### src/sqeb_pkg.sv
// Shared types, constants and the quadrature step table for the encoder bank.
`default_nettype none

package sqeb_pkg;

   localparam int SCAN_ROWS  = 4;
   localparam int GROUPS     = 4;
   localparam int ROW_W      = (SCAN_ROWS > 1) ? $clog2(SCAN_ROWS) : 1;
   localparam int VALUE_W    = 8;
   localparam int PHASE_W    = 2;
   localparam int COLS_W     = GROUPS * PHASE_W;
   localparam int CSR_ADDR_W = 3;
   localparam int CSR_DATA_W = 32;

   localparam logic CSR_IDX_FLOOR   = 1'b0;
   localparam logic CSR_IDX_CEILING = 1'b1;

   localparam logic [VALUE_W-1:0] FLOOR_RESET   = 8'h00;
   localparam logic [VALUE_W-1:0] CEILING_RESET = 8'hff;

   typedef logic [ROW_W-1:0] row_type;

   typedef struct packed {
      logic [PHASE_W-1:0] phase;
      logic [VALUE_W-1:0] value;
   } enc_state_type;

   typedef enc_state_type [GROUPS-1:0] row_state_type;

   // Quadrature table: old phase in the upper bits, new phase in the lower bits.
   function automatic logic signed [1:0] quad_step(input logic [3:0] key);
      logic signed [1:0] step;
      case (key)
         4'd0:    step = 2'sd0;
         4'd1:    step = -2'sd1;
         4'd2:    step = 2'sd1;
         4'd3:    step = 2'sd0;
         4'd4:    step = 2'sd1;
         4'd5:    step = 2'sd0;
         4'd6:    step = 2'sd0;
         4'd7:    step = -2'sd1;
         4'd8:    step = -2'sd1;
         4'd9:    step = 2'sd0;
         4'd10:   step = 2'sd0;
         4'd11:   step = 2'sd1;
         4'd12:   step = 2'sd0;
         4'd13:   step = 2'sd1;
         4'd14:   step = -2'sd1;
         default: step = 2'sd0;
      endcase
      return step;
   endfunction

   // Low two bits of the row for the result field.
   function automatic logic [1:0] row_to_field(input row_type row);
      logic [ROW_W+1:0] wide;
      wide = {2'b00, row};
      return wide[1:0];
   endfunction

endpackage

`default_nettype wire

### src/sqeb_lane.sv
// One encoder update: table step, subtract, clamp to floor then ceiling.
`default_nettype none

module sqeb_lane (
   input  sqeb_pkg::enc_state_type      old_state,
   input  logic [sqeb_pkg::PHASE_W-1:0] new_phase,
   input  logic [sqeb_pkg::VALUE_W-1:0] floor_val,
   input  logic [sqeb_pkg::VALUE_W-1:0] ceiling_val,
   output sqeb_pkg::enc_state_type      new_state
);
   import sqeb_pkg::*;

   logic signed [1:0]         step;
   logic signed [VALUE_W+1:0] diff;
   logic signed [VALUE_W+1:0] lo_clamped;
   logic signed [VALUE_W+1:0] hi_clamped;

   always_comb begin
      step = quad_step({old_state.phase, new_phase});
      diff = signed'({2'b00, old_state.value}) - (VALUE_W+2)'(step);
      if (diff < signed'({2'b00, floor_val})) begin
         lo_clamped = signed'({2'b00, floor_val});
      end else begin
         lo_clamped = diff;
      end
      if (lo_clamped > signed'({2'b00, ceiling_val})) begin
         hi_clamped = signed'({2'b00, ceiling_val});
      end else begin
         hi_clamped = lo_clamped;
      end
      new_state.phase = new_phase;
      new_state.value = hi_clamped[VALUE_W-1:0];
   end

endmodule

`default_nettype wire

### src/scanned_quadrature_encoder_bank_top.sv
// Usage: scanned quadrature encoder bank, row-wide state memory with read-modify-write.
//
// Request channel (req_valid/req_stall/req_column_levels): one sample of the
// eight column levels for the row currently driven. Column pair k updates
// encoder k*SCAN_ROWS+row. The row counter advances after every request.
// Result channel (rsp_valid/rsp_stall/...): the scanned row and the four new
// encoder values of that row, one result per request, in order.
// Pipeline: an accepted request reads its row from memory into the update stage;
// the update stage then computes the new values and writes them into the output
// register once that register is free, and the result shows as valid.
// Throughput: one request per cycle while req_stall is low; the state of a whole
// row lives in one memory word, so each request costs one read and one write
// of that word. A result waiting under rsp_stall does not block the next request:
// it is read and held in the update stage; only when that stage is full too does
// req_stall rise.
// Reset (synchronous): row counter to zero, all row valid bits cleared so every
// encoder reads as phase zero, value zero; floor 0, ceiling 255.
// CSR: byte address 0 is the floor, 4 the ceiling; write them while idle.
`default_nettype none

module scanned_quadrature_encoder_bank_top (
   input  logic                            clock,
   input  logic                            reset,
   input  logic                            req_valid,
   output logic                            req_stall,
   input  logic [sqeb_pkg::COLS_W-1:0]     req_column_levels,
   output logic                            rsp_valid,
   input  logic                            rsp_stall,
   output logic [1:0]                      rsp_scanned_row,
   output logic [sqeb_pkg::VALUE_W-1:0]    rsp_value_group0,
   output logic [sqeb_pkg::VALUE_W-1:0]    rsp_value_group1,
   output logic [sqeb_pkg::VALUE_W-1:0]    rsp_value_group2,
   output logic [sqeb_pkg::VALUE_W-1:0]    rsp_value_group3,
   input  logic                            csr_psel,
   input  logic                            csr_penable,
   input  logic                            csr_pwrite,
   input  logic [sqeb_pkg::CSR_ADDR_W-1:0] csr_paddr,
   input  logic [sqeb_pkg::CSR_DATA_W-1:0] csr_pwdata,
   output logic [sqeb_pkg::CSR_DATA_W-1:0] csr_prdata,
   output logic                            csr_pready
);
   import sqeb_pkg::*;

   // configuration
   logic [VALUE_W-1:0] floor_ff, floor_in;
   logic [VALUE_W-1:0] ceiling_ff, ceiling_in;
   logic               csr_write;

   // row counter and update stage
   row_type            row_ff, row_in;
   logic               s1_valid_ff, s1_valid_in;
   row_type            s1_row_ff;
   logic [COLS_W-1:0]  s1_cols_ff;

   // state memory with valid bits and write-to-read forwarding
   row_state_type      mem [SCAN_ROWS];
   row_state_type      mem_q_ff;
   logic [SCAN_ROWS-1:0] row_vld_ff, row_vld_in;
   logic               rdv_ff;
   logic               fwd_ff;
   row_state_type      fwd_data_ff;
   row_state_type      rd_entry;
   row_state_type      wr_data;

   // output register
   logic               rsp_valid_ff, rsp_valid_in;
   logic [1:0]         rsp_row_ff;
   row_state_type      rsp_data_ff;

   logic               req_accept;
   logic               s1_adv;
   logic               fwd_hit;

   // ---------------------------------------------------------------- CSR
   assign csr_pready = 1'b1;
   assign csr_write  = csr_psel && csr_penable && csr_pwrite && csr_pready;

   always_comb begin
      floor_in   = floor_ff;
      ceiling_in = ceiling_ff;
      if (csr_write) begin
         case (csr_paddr[2])
            CSR_IDX_FLOOR:   floor_in   = csr_pwdata[VALUE_W-1:0];
            CSR_IDX_CEILING: ceiling_in = csr_pwdata[VALUE_W-1:0];
            default:         floor_in   = floor_ff;
         endcase
      end
   end

   always_comb begin
      case (csr_paddr[2])
         CSR_IDX_FLOOR:   csr_prdata = {{(CSR_DATA_W-VALUE_W){1'b0}}, floor_ff};
         CSR_IDX_CEILING: csr_prdata = {{(CSR_DATA_W-VALUE_W){1'b0}}, ceiling_ff};
         default:         csr_prdata = '0;
      endcase
   end

   always_ff @(posedge clock) begin
      if (reset) begin
         floor_ff   <= FLOOR_RESET;
         ceiling_ff <= CEILING_RESET;
      end else begin
         floor_ff   <= floor_in;
         ceiling_ff <= ceiling_in;
      end
   end

   // ---------------------------------------------------------------- handshake
   assign s1_adv     = s1_valid_ff && (!rsp_valid_ff || !rsp_stall);
   assign req_stall  = s1_valid_ff && !s1_adv;
   assign req_accept = req_valid && !req_stall;
   assign fwd_hit    = s1_adv && (s1_row_ff == row_ff);

   always_comb begin
      if (row_ff == row_type'(SCAN_ROWS - 1)) begin
         row_in = '0;
      end else begin
         row_in = row_ff + 1'b1;
      end
      if (!req_accept) begin
         row_in = row_ff;
      end
      s1_valid_in = req_accept || (s1_valid_ff && !s1_adv);
      row_vld_in  = row_vld_ff;
      if (s1_adv) begin
         row_vld_in[s1_row_ff] = 1'b1;
      end
      if (s1_adv) begin
         rsp_valid_in = 1'b1;
      end else if (!rsp_stall) begin
         rsp_valid_in = 1'b0;
      end else begin
         rsp_valid_in = rsp_valid_ff;
      end
   end

   always_ff @(posedge clock) begin
      if (reset) begin
         row_ff       <= '0;
         s1_valid_ff  <= 1'b0;
         row_vld_ff   <= '0;
         rsp_valid_ff <= 1'b0;
      end else begin
         row_ff       <= row_in;
         s1_valid_ff  <= s1_valid_in;
         row_vld_ff   <= row_vld_in;
         rsp_valid_ff <= rsp_valid_in;
      end
   end

   // ---------------------------------------------------------------- memory
   always_ff @(posedge clock) begin
      if (s1_adv) begin
         mem[s1_row_ff] <= wr_data;
      end
   end

   always_ff @(posedge clock) begin
      if (req_accept) begin
         mem_q_ff <= mem[row_ff];
      end
   end

   // Capture the row, its valid bit and any same-edge write for the update stage.
   always_ff @(posedge clock) begin
      if (reset) begin
         rdv_ff <= 1'b0;
         fwd_ff <= 1'b0;
      end else if (req_accept) begin
         rdv_ff <= row_vld_ff[row_ff];
         fwd_ff <= fwd_hit;
      end
   end

   always_ff @(posedge clock) begin
      if (req_accept) begin
         s1_row_ff   <= row_ff;
         s1_cols_ff  <= req_column_levels;
         fwd_data_ff <= wr_data;
      end
   end

   always_comb begin
      if (fwd_ff) begin
         rd_entry = fwd_data_ff;
      end else if (rdv_ff) begin
         rd_entry = mem_q_ff;
      end else begin
         rd_entry = '0;
      end
   end

   // ---------------------------------------------------------------- update
   for (genvar k = 0; k < GROUPS; k++) begin : g_lane
      sqeb_lane u_lane (
         .old_state   (rd_entry[k]),
         .new_phase   (s1_cols_ff[PHASE_W*k +: PHASE_W]),
         .floor_val   (floor_ff),
         .ceiling_val (ceiling_ff),
         .new_state   (wr_data[k])
      );
   end

   always_ff @(posedge clock) begin
      if (s1_adv) begin
         rsp_row_ff  <= row_to_field(s1_row_ff);
         rsp_data_ff <= wr_data;
      end
   end

   assign rsp_valid        = rsp_valid_ff;
   assign rsp_scanned_row  = rsp_row_ff;
   assign rsp_value_group0 = rsp_data_ff[0].value;
   assign rsp_value_group1 = rsp_data_ff[1].value;
   assign rsp_value_group2 = rsp_data_ff[2].value;
   assign rsp_value_group3 = rsp_data_ff[3].value;

endmodule

`default_nettype wire

### config.mk
export PLATFORM = sky130hd
export DESIGN_NAME = scanned_quadrature_encoder_bank_top
export DESIGN_NICKNAME = d
export VERILOG_FILES = /design/src/sqeb_pkg.sv /design/src/sqeb_lane.sv /design/src/scanned_quadrature_encoder_bank_top.sv
export SDC_FILE = /design/constraint.sdc
export NUM_CORES = 1
export LEC_CHECK = 0
export ABC_AREA = 1
export BUFFER_PORTS_ARGS = -buffer_cell sky130_fd_sc_hd__buf_4
export CAP_MARGIN = 20
export CELL_PAD_IN_SITES_DETAIL_PLACEMENT = 0
export CELL_PAD_IN_SITES_GLOBAL_PLACEMENT = 1
export CORE_MARGIN = 10
export CORE_UTILIZATION = 30
export CTS_BUF_LIST = sky130_fd_sc_hd__clkbuf_8
export CTS_CLUSTER_SIZE = 28
export DETAILED_ROUTE_END_ITERATION = 12
export PLACE_DENSITY = 0.55
export SYNTH_ARGS = -nofsm -noshare
export SYNTH_HDL_FRONTEND = slang
export SYNTH_SLANG_ARGS = --single-unit
### constraint.sdc
create_clock -name clock -period 15.45 [get_ports clock]
set_input_delay 3.8625 -clock clock [delete_from_list [all_inputs] [get_ports clock]]
set_output_delay 3.8625 -clock clock [all_outputs]
set_load 0.05 [all_outputs]
**Yosys cells after proc, flatten, opt, wreduce, memory -nomap -nowiden**

Memory sizes are Yosys's and may differ from the RTL's. A register that Yosys moved wholly into a read port is not among the register bits.
Index checks and enable logic that the tools add are counted.

- Register bits: 110
- Output and inout bits: 69
- Bits of input ports: 50
- Memories kept: 5
- ROM bits: 128
- Memory bits (writable): 160

- Magnitude comparators: 11
- Bitwise gates (word level): 2
- Mux-type cells: 20
- Reduce and logical (&&, ||, !) cells: 15
- Eq/ne operators: 3
- Add/subtract/negate cells: 5

Memory list:

| memory | words | width | rd ports | clocked after memory_dff | write ports | RTL line | text |
|---|---|---|---|---|---|---|---|
| mem | 4 | 40 | 1 | 1 | 1 | scanned_quadrature_encoder_bank_top.sv:56 | `row_state_type mem [SCAN_ROWS];` |
| (no name shown) | 16 | 2 | 1 | 0 | 0 | sqeb_pkg.sv:33 | `case (key)` |
| (no name shown) | 16 | 2 | 1 | 0 | 0 | sqeb_pkg.sv:33 |  |
| (no name shown) | 16 | 2 | 1 | 0 | 0 | sqeb_pkg.sv:33 |  |
| (no name shown) | 16 | 2 | 1 | 0 | 0 | sqeb_pkg.sv:33 |  |

Operators with widths:

| operator | number |
|---|---|
| 40-bit two-way mux | 2 |
| 32-bit case mux with 2 select lines | 1 |
| 10-bit by 9-bit > comparator with 1-bit output | 4 |
| 10-bit by 9-bit less-than comparator with 1-bit output | 4 |
| 10-bit two-way mux | 4 |
| 9-bit by 2-bit subtractor with 10-bit output | 4 |
| 8-bit two-way mux | 4 |
| 1-bit logical AND | 7 |
| 2-bit by 3-bit less-than comparator with 1-bit output, second input constant | 2 |
| 1-bit two-way mux | 6 |
| 1-bit zero test | 4 |
| 4-bit OR | 1 |
| 2-bit AND reduction | 2 |
| 2-bit by 1-bit adder with 2-bit output, second input constant | 1 |
| 1-bit binary-select mux with 2-bit select | 1 |
| 1-bit demux with 2-bit select | 1 |
| 2-bit == test | 1 |
| 2-bit == test, second input constant | 1 |
| 2-bit by 1-bit greater-or-equal comparator with 1-bit output, second input constant | 1 |
| 1-bit logical OR | 2 |
| 2-bit two-way mux | 1 |
| 2-bit by 1-bit != test with 1-bit output, second input constant | 1 |
| 1-bit NOT | 1 |

**Logic depth before layout (Yosys ltp)**

Gate-level depths: netlist of run 1.

- Depth in word-level cells: 8
- Gate-level depth with buffers: 42

**Modules after synthesis**

Synthesis of run 1 repeated with hierarchy kept, for this count alone.

- Cells, all modules: 1812
- Area total of the unflattened synthesis: 17220.3 um^2

Modules (own cells, without submodules):

| module | area an instance (um^2) | cells an instance | times used | seq. area each (um^2) |
|---|---|---|---|---|
| scanned_quadrature_encoder_bank_top | 11599.9 | 839 | 1 | 9048.7 |
| sqeb_lane at g_lane[2].u_lane ... | 1416.4 | 244 | 2 | 0.0 |
| sqeb_lane at g_lane[1].u_lane | 1422.6 | 243 | 1 | 0.0 |
| sqeb_lane at g_lane[0].u_lane | 1365.1 | 242 | 1 | 0.0 |

**Least setup slack after synthesis of run 1**

OpenSTA, ideal clock, no wires.

- Kind: input to output
- From: in csr_paddr[2] (netlist bit)
- To: out csr_prdata[5] (netlist bit)
- Stages on the path: 2
- Arrival time: 5158 ps
- Buffers on the path: 1
- Path slack: 6429 ps
- Data required time: 11588 ps
- Cells stage by stage: clkbuf_1 -> o21ai_0

- Word-level cells in the longest chain between the ends: 2

RTL lines:

| what | RTL line | text |
|---|---|---|
| start, declared | scanned_quadrature_encoder_bank_top.sv:37 | `input logic [sqeb_pkg::CSR_ADDR_W-1:0] csr_paddr,` |
| 1-bit NOT | -- |  |
| 32-bit case mux with 2 select lines * | scanned_quadrature_encoder_bank_top.sv:91 | `case (csr_paddr[2])` |
| end, declared | scanned_quadrature_encoder_bank_top.sv:39 | `output logic [sqeb_pkg::CSR_DATA_W-1:0] csr_prdata,` |

Every way passes the cells marked *; elsewhere a longest branch is shown, timed or not. The select of a mux whose other input is x is not followed.

**Worst setup path after layout of run 1**

- From: in csr_paddr[2] (netlist bit)
- To: out csr_prdata[2] (netlist bit)

The elaborated chain is that of the path after synthesis.

==> results of run 1 <==
==> stage by stage <==
stage / hold slack [ps] / instances / setup WS (ps) / cell area, sq um
6_report: 469 / 2554 / 6930 / 19100
5_1_grt: 500 / 2554 / 6860 / 19100
4_1_cts: 467 / 2553 / 6890 / 19100
3_5_place_dp: 455 / 2452 / 6900 / 18000
3_3_place_gp: 444 / 2452 / 6930 / 18000
2_1_floorplan: 435 / 1694 / 6430 / 16900
==> sequential cells by signal, summed over array words and instances, names as in the netlist <==
| name | cells |
|---|---|
| ceiling_ff | 8 |
| floor_ff | 8 |
| fwd_data_ff | 40 |
| fwd_ff | 1 |
| mem | 160 |
| mem_q_ff | 40 |
| rdv_ff | 1 |
| row_ff | 2 |
| row_vld_ff | 4 |
| rsp_scanned_row | 2 |
| rsp_valid | 1 |
| rsp_value_group0 | 8 |
| rsp_value_group1 | 8 |
| rsp_value_group2 | 8 |
| rsp_value_group3 | 8 |
| s1_cols_ff | 8 |
| s1_row_ff | 2 |
| s1_valid_ff | 1 |
==> logic make-up (layout without fill, tap and decap cells) <==
family,count (synthesis),count (layout),share of synthesized area
other cells,2,25,0.000447
simple gates,693,693,0.190
fa+ha+maj,129,129,0.0961
flops,310,310,0.539
buf+inv,210,322,0.0573
compound gates,304,304,0.104
xor+xnor,23,23,0.0138
==> synth_stat cells (8+ instances only) <==
library cell / n / area share
nand2_1: 319 / 0.071
xor2_1: 19 / 0.0099
dfxtp_1: 26 / 0.031
a22o_1: 8 / 0.0042
nand3_1: 144 / 0.043
o22ai_1: 44 / 0.016
clkbuf_1: 33 / 0.0074
a22oi_1: 10 / 0.0045
inv_1: 131 / 0.029
nand2_4: 10 / 0.0067
edfxtp_1: 284 / 0.51
buf_4: 28 / 0.013
nand3b_1: 10 / 0.0045
ha_1: 129 / 0.096
nand2_2: 28 / 0.010
and2_1: 12 / 0.0045
a21oi_1: 59 / 0.018
nor2_1: 132 / 0.029
nand3_2: 20 / 0.012
nor3_1: 8 / 0.0024
o21ai_0: 140 / 0.042
==> report_power, final <==
group,total [mW],switching [mW],internal (mW),leakage (nW)
Clock,0.731,0.346,0.385,0.605
Combinational,0.925,0.667,0.258,4.51
Sequential,1.19,0.0334,1.15,2.88
Total,2.84,1.05,1.80,8.00
==> how the worst max path moves through the flow <==
stage            startpoint            end  slack, ps
2_1_floorplan  csr_paddr[2]  csr_prdata[5]       6430
3_3_place_gp   csr_paddr[2]  csr_prdata[4]       6930
3_5_place_dp   csr_paddr[2]  csr_prdata[2]       6900
4_1_cts        csr_paddr[2]  csr_prdata[2]       6890
5_1_grt        csr_paddr[2]  csr_prdata[2]       6860
6_report       csr_paddr[2]  csr_prdata[2]       6930
==> worst min-delay path, stage by stage, from the launching register on <==
cell and delay [ps]:
dfxtp_1 320, nor2_1 50, nor2_1 70
==> cell type report <==
type                       instances  area, sq um
fill                            5723        36200
sequential                       310         9050
clock inverter                    42          238
clock buffer                      59          812
timing repair buffer              84          643
inverter                         137          517
multi-input combinational       1174         6900
tap                              748          936
==> per-layer routing <==
metal / global-route usage / wire [um]
met5: 0 / 13
met4: 0.0391 / 947
met3: 0.0286 / 1890
met2: 0.228 / 21300
met1: 0.186 / 22800
==> impl_metrics.yaml, run 1 <==
outcome:
  outcome: "complete, no violations"
setup_path:
  cpMostUsedCell: "buf_4"
  crit_path_cell_trace: "buf_4 > o21ai_0 > buf_4"
  timing.rr.end: "mem[3][4]$_DFFE_PP_"
  reg2reg_setup_slack_ps: 8830
  critPathRequiredTime_ps: 11590
  cp_max_fo: 17
  critPathSlowestCell: "o21ai_0"
  rr_startpoint: "fwd_ff$_SDFFE_PP0P_"
  cp_slowest_stage_delay_ps: 340
  worstPathArrival_ps: 4660
  cp_top_family: "buffers and inverters"
  worstRegToRegCells: 36
  cp_num_cells: 3
  crit_type: "in2out"
  startpoint_type: "primary input"
  path_buf_inv: 2
  end_kind: "primary output"
global_route:
  antenna_found_initial: 2
  groute.usage.overall: 0.140
  grt_pass1_wl_um: 71700
  first_global_vias: 11918
  grt_max_degree: 87
  grt_overflow_total: 0
cts:
  postCtsResizedCells: 0
  cts_root_buffer: "clkbuf_8"
  clock_latency_ps: 650
  clockBufferDepth: 3
  cts-buffers-inserted: 54
  cts_setup_buffers: 0
  clock_sinks: 310
  htree_num_levels: 2
  cts_hold_buf: 0
  clkSlewWorstSetupHoldPaths_ps: 50
  cts_tree: "yes"
floorplan:
  die_h_um: 257
  core_area_sq_um: 55300
  pin_count: 119
  rows: 86
  initial_utilization: 0.304
  die_area_sq_um: 65900
  die_w_um: 257
detailed_routing:
  wl_um: 47000
  vias: 11971
  drt_pass1_iterations: 5
  ant_nets: 0
  first_iter_violations: 581
  drc: 0
  drt-wirelength-per-cell_um: 18.4
  avgViaCountPerCell: 4.69
logic_synthesis:
  yosysSeqAreaShare: 0.539
  ys_ff_latch: 310
  syn_area_sq_um: 16800
  synthFlopType: "edfxtp_1"
  synth.avg_cell_area_sq_um: 10.1
  synth-edff-count: 284
  ys_types: 46
  netlist_instances: 1671
  yosys_warnings: 0
  ys_async_sr_fraction: 0
placed_design:
  place_hpwl_um: 31100
  place_congestion: 0.829
  io_buffers: 67
hold_path:
  min-delay-path-class: "reg2reg"
  min_path_cells: 2
  hold_end: "row_vld_ff[2]$_SDFFE_PP0P_"
  min_from: "row_vld_ff[2]$_SDFFE_PP0P_"
timing:
  rsz0062_at_grt: "no"
  hold_viol_final: 0
  finalSetupTns_ps: 0
  skew_ps: 15.0
  setup_viol: 0
  max_freq_mhz: 117
  slew_violations: 0
  fin_crit_sh: 0.551
  max_slew.worst_pin.slew_ps: 991
  period_minus_slack_ps: 8520
  relSlewSlack: 0.339
cells_and_area:
  layout.nets: 1940
  final_cell_mix: "nand2_1, edfxtp_1, inv_1"
  final_common_cell: "nand2_1"
  syn_to_final_growth_pct: 13.6
  final_util: 0.345
  drive_above_1_share: 0.135
  num_antenna_cells: 0
power_and_ir_drop:
  finalPower_mw: 2.84
  peakVddDrop_mv: 0.0857
  p_leak_nw: 8.00
  p_per_area_nw_per_um2: 149
run:
  drv_cap: 0
No activity file was read; power rests on OpenSTA's default activity.
==> inputs of run 2 (changes only) <==
Settings changed: ABC_AREA 1 to 0.
Clock period 15.45 ns to 7.2 ns, I/O delays scaled along.
==> run 2 against run 1 <==
  * Via count shrank 15%
  * Synthesized cell count shrank 28%
  * Count of clock-buffer cells in the layout is 1 lower
  * Total power grew 88%
  * Worst hold slack lost 11 ps
  * Flip-flop and latch count did not move
  * Die area fell by 2.2%
  * Combinational power is 55% higher
  * Sequential power increased by 100%
  * Area after synthesis decreased by 2.4%
  * Sequential share of layout area is 0.14 points lower
  * Critical path depth rose by 24
  * Critical path type is now reg2reg
==> impl_metrics.yaml, run 2 <==
outcome:
  outcome: "complete, no violations"
power_and_ir_drop:
  p_leak_nw: 7.28
  peakVddDrop_mv: 0.113
  p_per_area_nw_per_um2: 279
timing:
  setup_viol: 0
  fin_crit_sh: 0.945
  max_slew.worst_pin.slew_ps: 785
  hold_viol_final: 0
  slew_violations: 0
  max_freq_mhz: 147
  skew_ps: 31.4
  relSlewSlack: 0.476
  finalSetupTns_ps: 0
  period_minus_slack_ps: 6800
floorplan:
  rows: 85
  initial_utilization: 0.304
  pin_count: 119
  die_area_sq_um: 64400
  die_w_um: 254
  die_h_um: 254
  core_area_sq_um: 53900
setup_path:
  critPathRequiredTime_ps: 7530
  cp-startpoint: "rdv_ff$_SDFFE_PP0P_"
  rr_startpoint: "rdv_ff$_SDFFE_PP0P_"
  startpoint_type: "register"
  critPathSlowestCell: "a2111oi_1"
  cp_max_fo: 12
  path_buf_inv: 3
  cp_slowest_stage_delay_ps: 450
  end_kind: "register"
  crit_type: "reg2reg"
  cp_top_family: "compound AO/OA/AOI/OAI gates"
  worstPathArrival_ps: 7130
logic_synthesis:
  yosys_warnings: 0
  syn_area_sq_um: 16400
  ys_ff_latch: 310
  synth.avg_cell_area_sq_um: 13.6
  synth_top_area_cell: "edfxtp_1"
  synthFlopType: "edfxtp_1"
  synth_top_area_frac: 0.520
  netlist_instances: 1205
  yosys-top-cells-area: "edfxtp_1, ha_1, mux4_2, mux2_2, dfxtp_1"
  yosysSeqAreaShare: 0.552
  ys_types: 76
  yosysMostFrequentCell: "edfxtp_1"
  netlist_top_cells_count: "edfxtp_1, ha_1, nand2_1"
  synth-edff-count: 284
  ys_async_sr_fraction: 0
placed_design:
  place_hpwl_um: 29200
  place_congestion: 0.808
  io_buffers: 67
detailed_routing:
  drt-wirelength-per-cell_um: 20.2
  first_iter_violations: 470
  drt_pass1_iterations: 4
  wl_um: 42200
  drc: 0
  vias: 10170
  avgViaCountPerCell: 4.87
  ant_nets: 0
global_route:
  grt_max_degree: 49
  first_global_vias: 10385
  groute.usage.overall: 0.130
  grt_overflow_total: 0
  grt_pass1_wl_um: 63500
  antenna_found_initial: 0
cts:
  clkSlewWorstSetupHoldPaths_ps: 60
  cts_tree: "yes"
  htree_num_levels: 2
  cts_root_buffer: "clkbuf_8"
  clockBufferDepth: 3
  clock_latency_ps: 630
  clock_sinks: 310
  cts-buffers-inserted: 52
  cts_hold_buf: 0
cells_and_area:
  largest_reg_flops: 160
  final_cell_mix: "edfxtp_1, buf_4, ha_1"
  final_common_cell: "edfxtp_1"
  syn_to_final_growth_pct: 16.9
  top_register: "mem"
  layout.nets: 1532
  final_util: 0.355
  reg_top3: "mem (160), fwd_data_ff (40), mem_q_ff (40)"
  drive_above_1_share: 0.248
  num_antenna_cells: 0
run:
  drv_cap: 0
hold_path:
  min-delay-path-class: "reg2reg"
  min_from: "floor_ff[2]$_SDFFE_PP0P_"
==> run 2: metrics by stage <==
stage          hold slack [ps]  total power, mW  worst slack, ps  instances  area, sq um
6_report                   457             5.34              397       2089        19200
5_1_grt                    472             5.65            -17.4       2089        19200
4_1_cts                    457             5.39              103       2069        18900
3_5_place_dp               449             3.84              144       1975        17900
3_3_place_gp               443             3.82              142       1974        17900
2_1_floorplan              432             3.38              324       1228        16500
==> run 2: cell families after synthesis <==
group | synth area share
AO/OA/AOI/OAI | 0.102
XOR/XNOR | 0.0246
adder cells (fa/ha/maj) | 0.0984
buffers and inverters | 0.0355
flip-flops | 0.552
multiplexers | 0.107
other | 0.000458
AND/OR/NAND/NOR | 0.0802
==> run 2: report_power, final <==
part | switching, mW | internal, mW | leakage, nW
combinational | 0.873 | 0.559 | 3.81
clock | 0.712 | 0.810 | 0.585
sequential | 0.0631 | 2.32 | 2.89
total | 1.65 | 3.69 | 7.28
==> run 2: worst paths after layout <==
path | endpoint | slack [ps] | cells after the start
max reg2reg | rsp_value_group3[1]$_DFFE_PP_ | 400 | 27
min reg2reg | floor_ff[2]$_SDFFE_PP0P_ | 460 | 2
min | floor_ff[2]$_SDFFE_PP0P_ | 460 | 2
max | rsp_value_group3[1]$_DFFE_PP_ | 400 | 27
==> run 2: timing repair <==
item / CTS / global route
buffers inserted: 0 / 19
resized for setup: 0 / 25
setup endpoints to repair: 0 / 182
==> run 2: layout make-up <==
cell class	instances	area, sq um
sequential	310	9060
tap	696	871
inverter	53	204
timing repair buffer	137	1090
fill	5252	34800
clock buffer	58	798
multi-input combinational	799	6930
clock inverter	36	213
==> run 2: tightest hold or removal path, stage by stage, from the launching register on <==
cell     delay [ps]
dfxtp_1         310
nand2_1          50
a21oi_1          50
==> run 2: layer usage <==
layer / GRT usage / vias up / share of wire / routed length (um)
met5: 0 / - / 0 / 0
met1: 0.166 / 5020 / 0.46 / 19200
met4: 0.0345 / 0 / 0.018 / 761
li1: - / 4931 / - / -
met3: 0.0229 / 47 / 0.039 / 1640
met2: 0.222 / 172 / 0.49 / 20600
==> inputs of run 3 (changes only) <==
Settings changed: PLACE_DENSITY 0.55 to 0.53.
Clock period 7.2 ns to 7.68 ns, I/O delays scaled along.
==> run 3 against run 2 <==
  * Sequential power decreased by 6%
  * Wire length increased by 0.36%
  * Die area unchanged
  * Critical path depth up 4
  * Maximum frequency fell by 3.7%
  * Core utilization is 0.65 points lower
  * Total power fell by 7.0%
  * Final area decreased by 1.8%
  * Flip-flop and latch count unchanged
  * First-iteration DRC count is 7.7% higher
  * Critical path type unchanged
  * Critical endpoint is now mem[3][3]$_DFFE_PP_
  * Largest cell class unchanged
  * Highest routed layer unchanged
==> impl_metrics.yaml, run 3 (same netlist as run 2, synthesis figures left out) <==
outcome:
  outcome: "complete, no violations"
placed_design:
  place_congestion: 0.811
  place_hpwl_um: 28600
  io_buffers: 67
floorplan:
  core_area_sq_um: 53900
  rows: 85
  pin_count: 119
  die_h_um: 254
  die_w_um: 254
  initial_utilization: 0.304
  die_area_sq_um: 64400
global_route:
  groute.usage.overall: 0.133
  antenna_found_initial: 2
  grt_max_degree: 50
  grt_pass1_wl_um: 64700
  grt_overflow_total: 0
  first_global_vias: 10435
timing:
  hold_viol_final: 0
  max_freq_mhz: 142
  period_minus_slack_ps: 7060
  relSlewSlack: 0.339
  skew_ps: 41.9
  max_slew.worst_pin.slew_ps: 991
  setup_viol: 0
  slew_violations: 0
  rsz0062_at_grt: "no"
  fin_crit_sh: 0.920
  finalSetupTns_ps: 0
detailed_routing:
  wl_um: 42400
  drt_pass1_iterations: 7
  first_iter_violations: 506
  drc: 0
  avgViaCountPerCell: 4.86
  drt-wirelength-per-cell_um: 20.6
  vias: 10002
  ant_nets: 0
setup_path:
  startpoint_type: "register"
  crit_type: "reg2reg"
  critPathRequiredTime_ps: 8010
  cpMostUsedCell: "o21a_1"
  worstRegToRegCells: 31
  cp_max_fo: 20
  end_kind: "register"
  cp_slowest_stage_delay_ps: 430
  critPathSlowestCell: "dfxtp_2"
  worstPathArrival_ps: 7400
cells_and_area:
  layout.nets: 1499
  final_cell_mix: "edfxtp_1, ha_1, buf_4"
  reg_top3: "mem (160), fwd_data_ff (40), mem_q_ff (40)"
  top_register: "mem"
  largest_reg_flops: 160
  syn_to_final_growth_pct: 14.7
  drive_above_1_share: 0.214
  final_util: 0.349
  final_common_cell: "edfxtp_1"
power_and_ir_drop:
  peakVddDrop_mv: 0.100
  finalPower_mw: 4.96
  p_leak_nw: 7.07
  p_per_area_nw_per_um2: 264
cts:
  cts_root_buffer: "clkbuf_8"
  clockBufferDepth: 3
  clock_latency_ps: 640
  clock_sinks: 310
  cts_hold_buf: 0
  cts-buffers-inserted: 52
  cts_tree: "yes"
  clkSlewWorstSetupHoldPaths_ps: 70
  htree_num_levels: 2
run:
  drv_cap: 0
hold_path:
  min_path_cells: 2
  min-delay-path-class: "reg2reg"
-- run 3: worst paths after layout --
check | startpoint | end | slack (ps)
worst min register to register | floor_ff[2]$_SDFFE_PP0P_ | floor_ff[2]$_SDFFE_PP0P_ | 460
worst max register to register | fwd_ff$_SDFFE_PP0P_ | mem[3][3]$_DFFE_PP_ | 620
worst max-delay path | fwd_ff$_SDFFE_PP0P_ | mem[3][3]$_DFFE_PP_ | 620
worst min-delay path | floor_ff[2]$_SDFFE_PP0P_ | floor_ff[2]$_SDFFE_PP0P_ | 460
-- run 3: worst max-delay path: cells and delay by family, from the launching register on --
family	cells	cell delay [ps]
AO/OA/AOI/OAI	14	2610
adder cells (fa/ha/maj)	4	1120
AND/OR/NAND/NOR	7	980
multiplexers	2	730
buffers and inverters	2	540
flip-flops	1	430
XOR/XNOR	2	350
-- run 3: area by class of cell --
type	count	area, sq um
Tap cell	696	871
Timing Repair Buffer	104	813
Clock inverter	43	255
Sequential cell	310	9050
Multi-Input combinational cell	799	6880
Inverter	53	204
Fill cell	5237	35100
Antenna cell	2	5.00
Clock buffer	53	729
-- run 3: repair_timing --
item                       in CTS  in global routing
buffers inserted                0                  2
gates resized for setup         0                  0
setup endpoints to repair       0                 48
-- run 3: where the power goes --
part           switching [mW]  leakage, nW  internal (mW)
logic                   0.811         3.63          0.499
registers              0.0614         2.89           2.18
clock network           0.674        0.553          0.741
-- run 3: metrics by stage --
| step | worst slack (ps) | cell area, sq um | hold slack [ps] | instances |
|---|---|---|---|---|
| after global routing | 43.6 | 18800 | 488 | 2059 |
| after detailed placement | 486 | 17800 | 454 | 1959 |
| after floorplan | 804 | 16500 | 432 | 1228 |
| final | 615 | 18800 | 459 | 2060 |
| after CTS | 464 | 18800 | 463 | 2055 |
| after global placement | 540 | 17800 | 444 | 1959 |
-- run 3: routing by layer --
layer  routed length, um  GRT usage
met4                 815     0.0363
met1               19100      0.167
met2               21000      0.230
met5                   0          0
met3                1470     0.0236
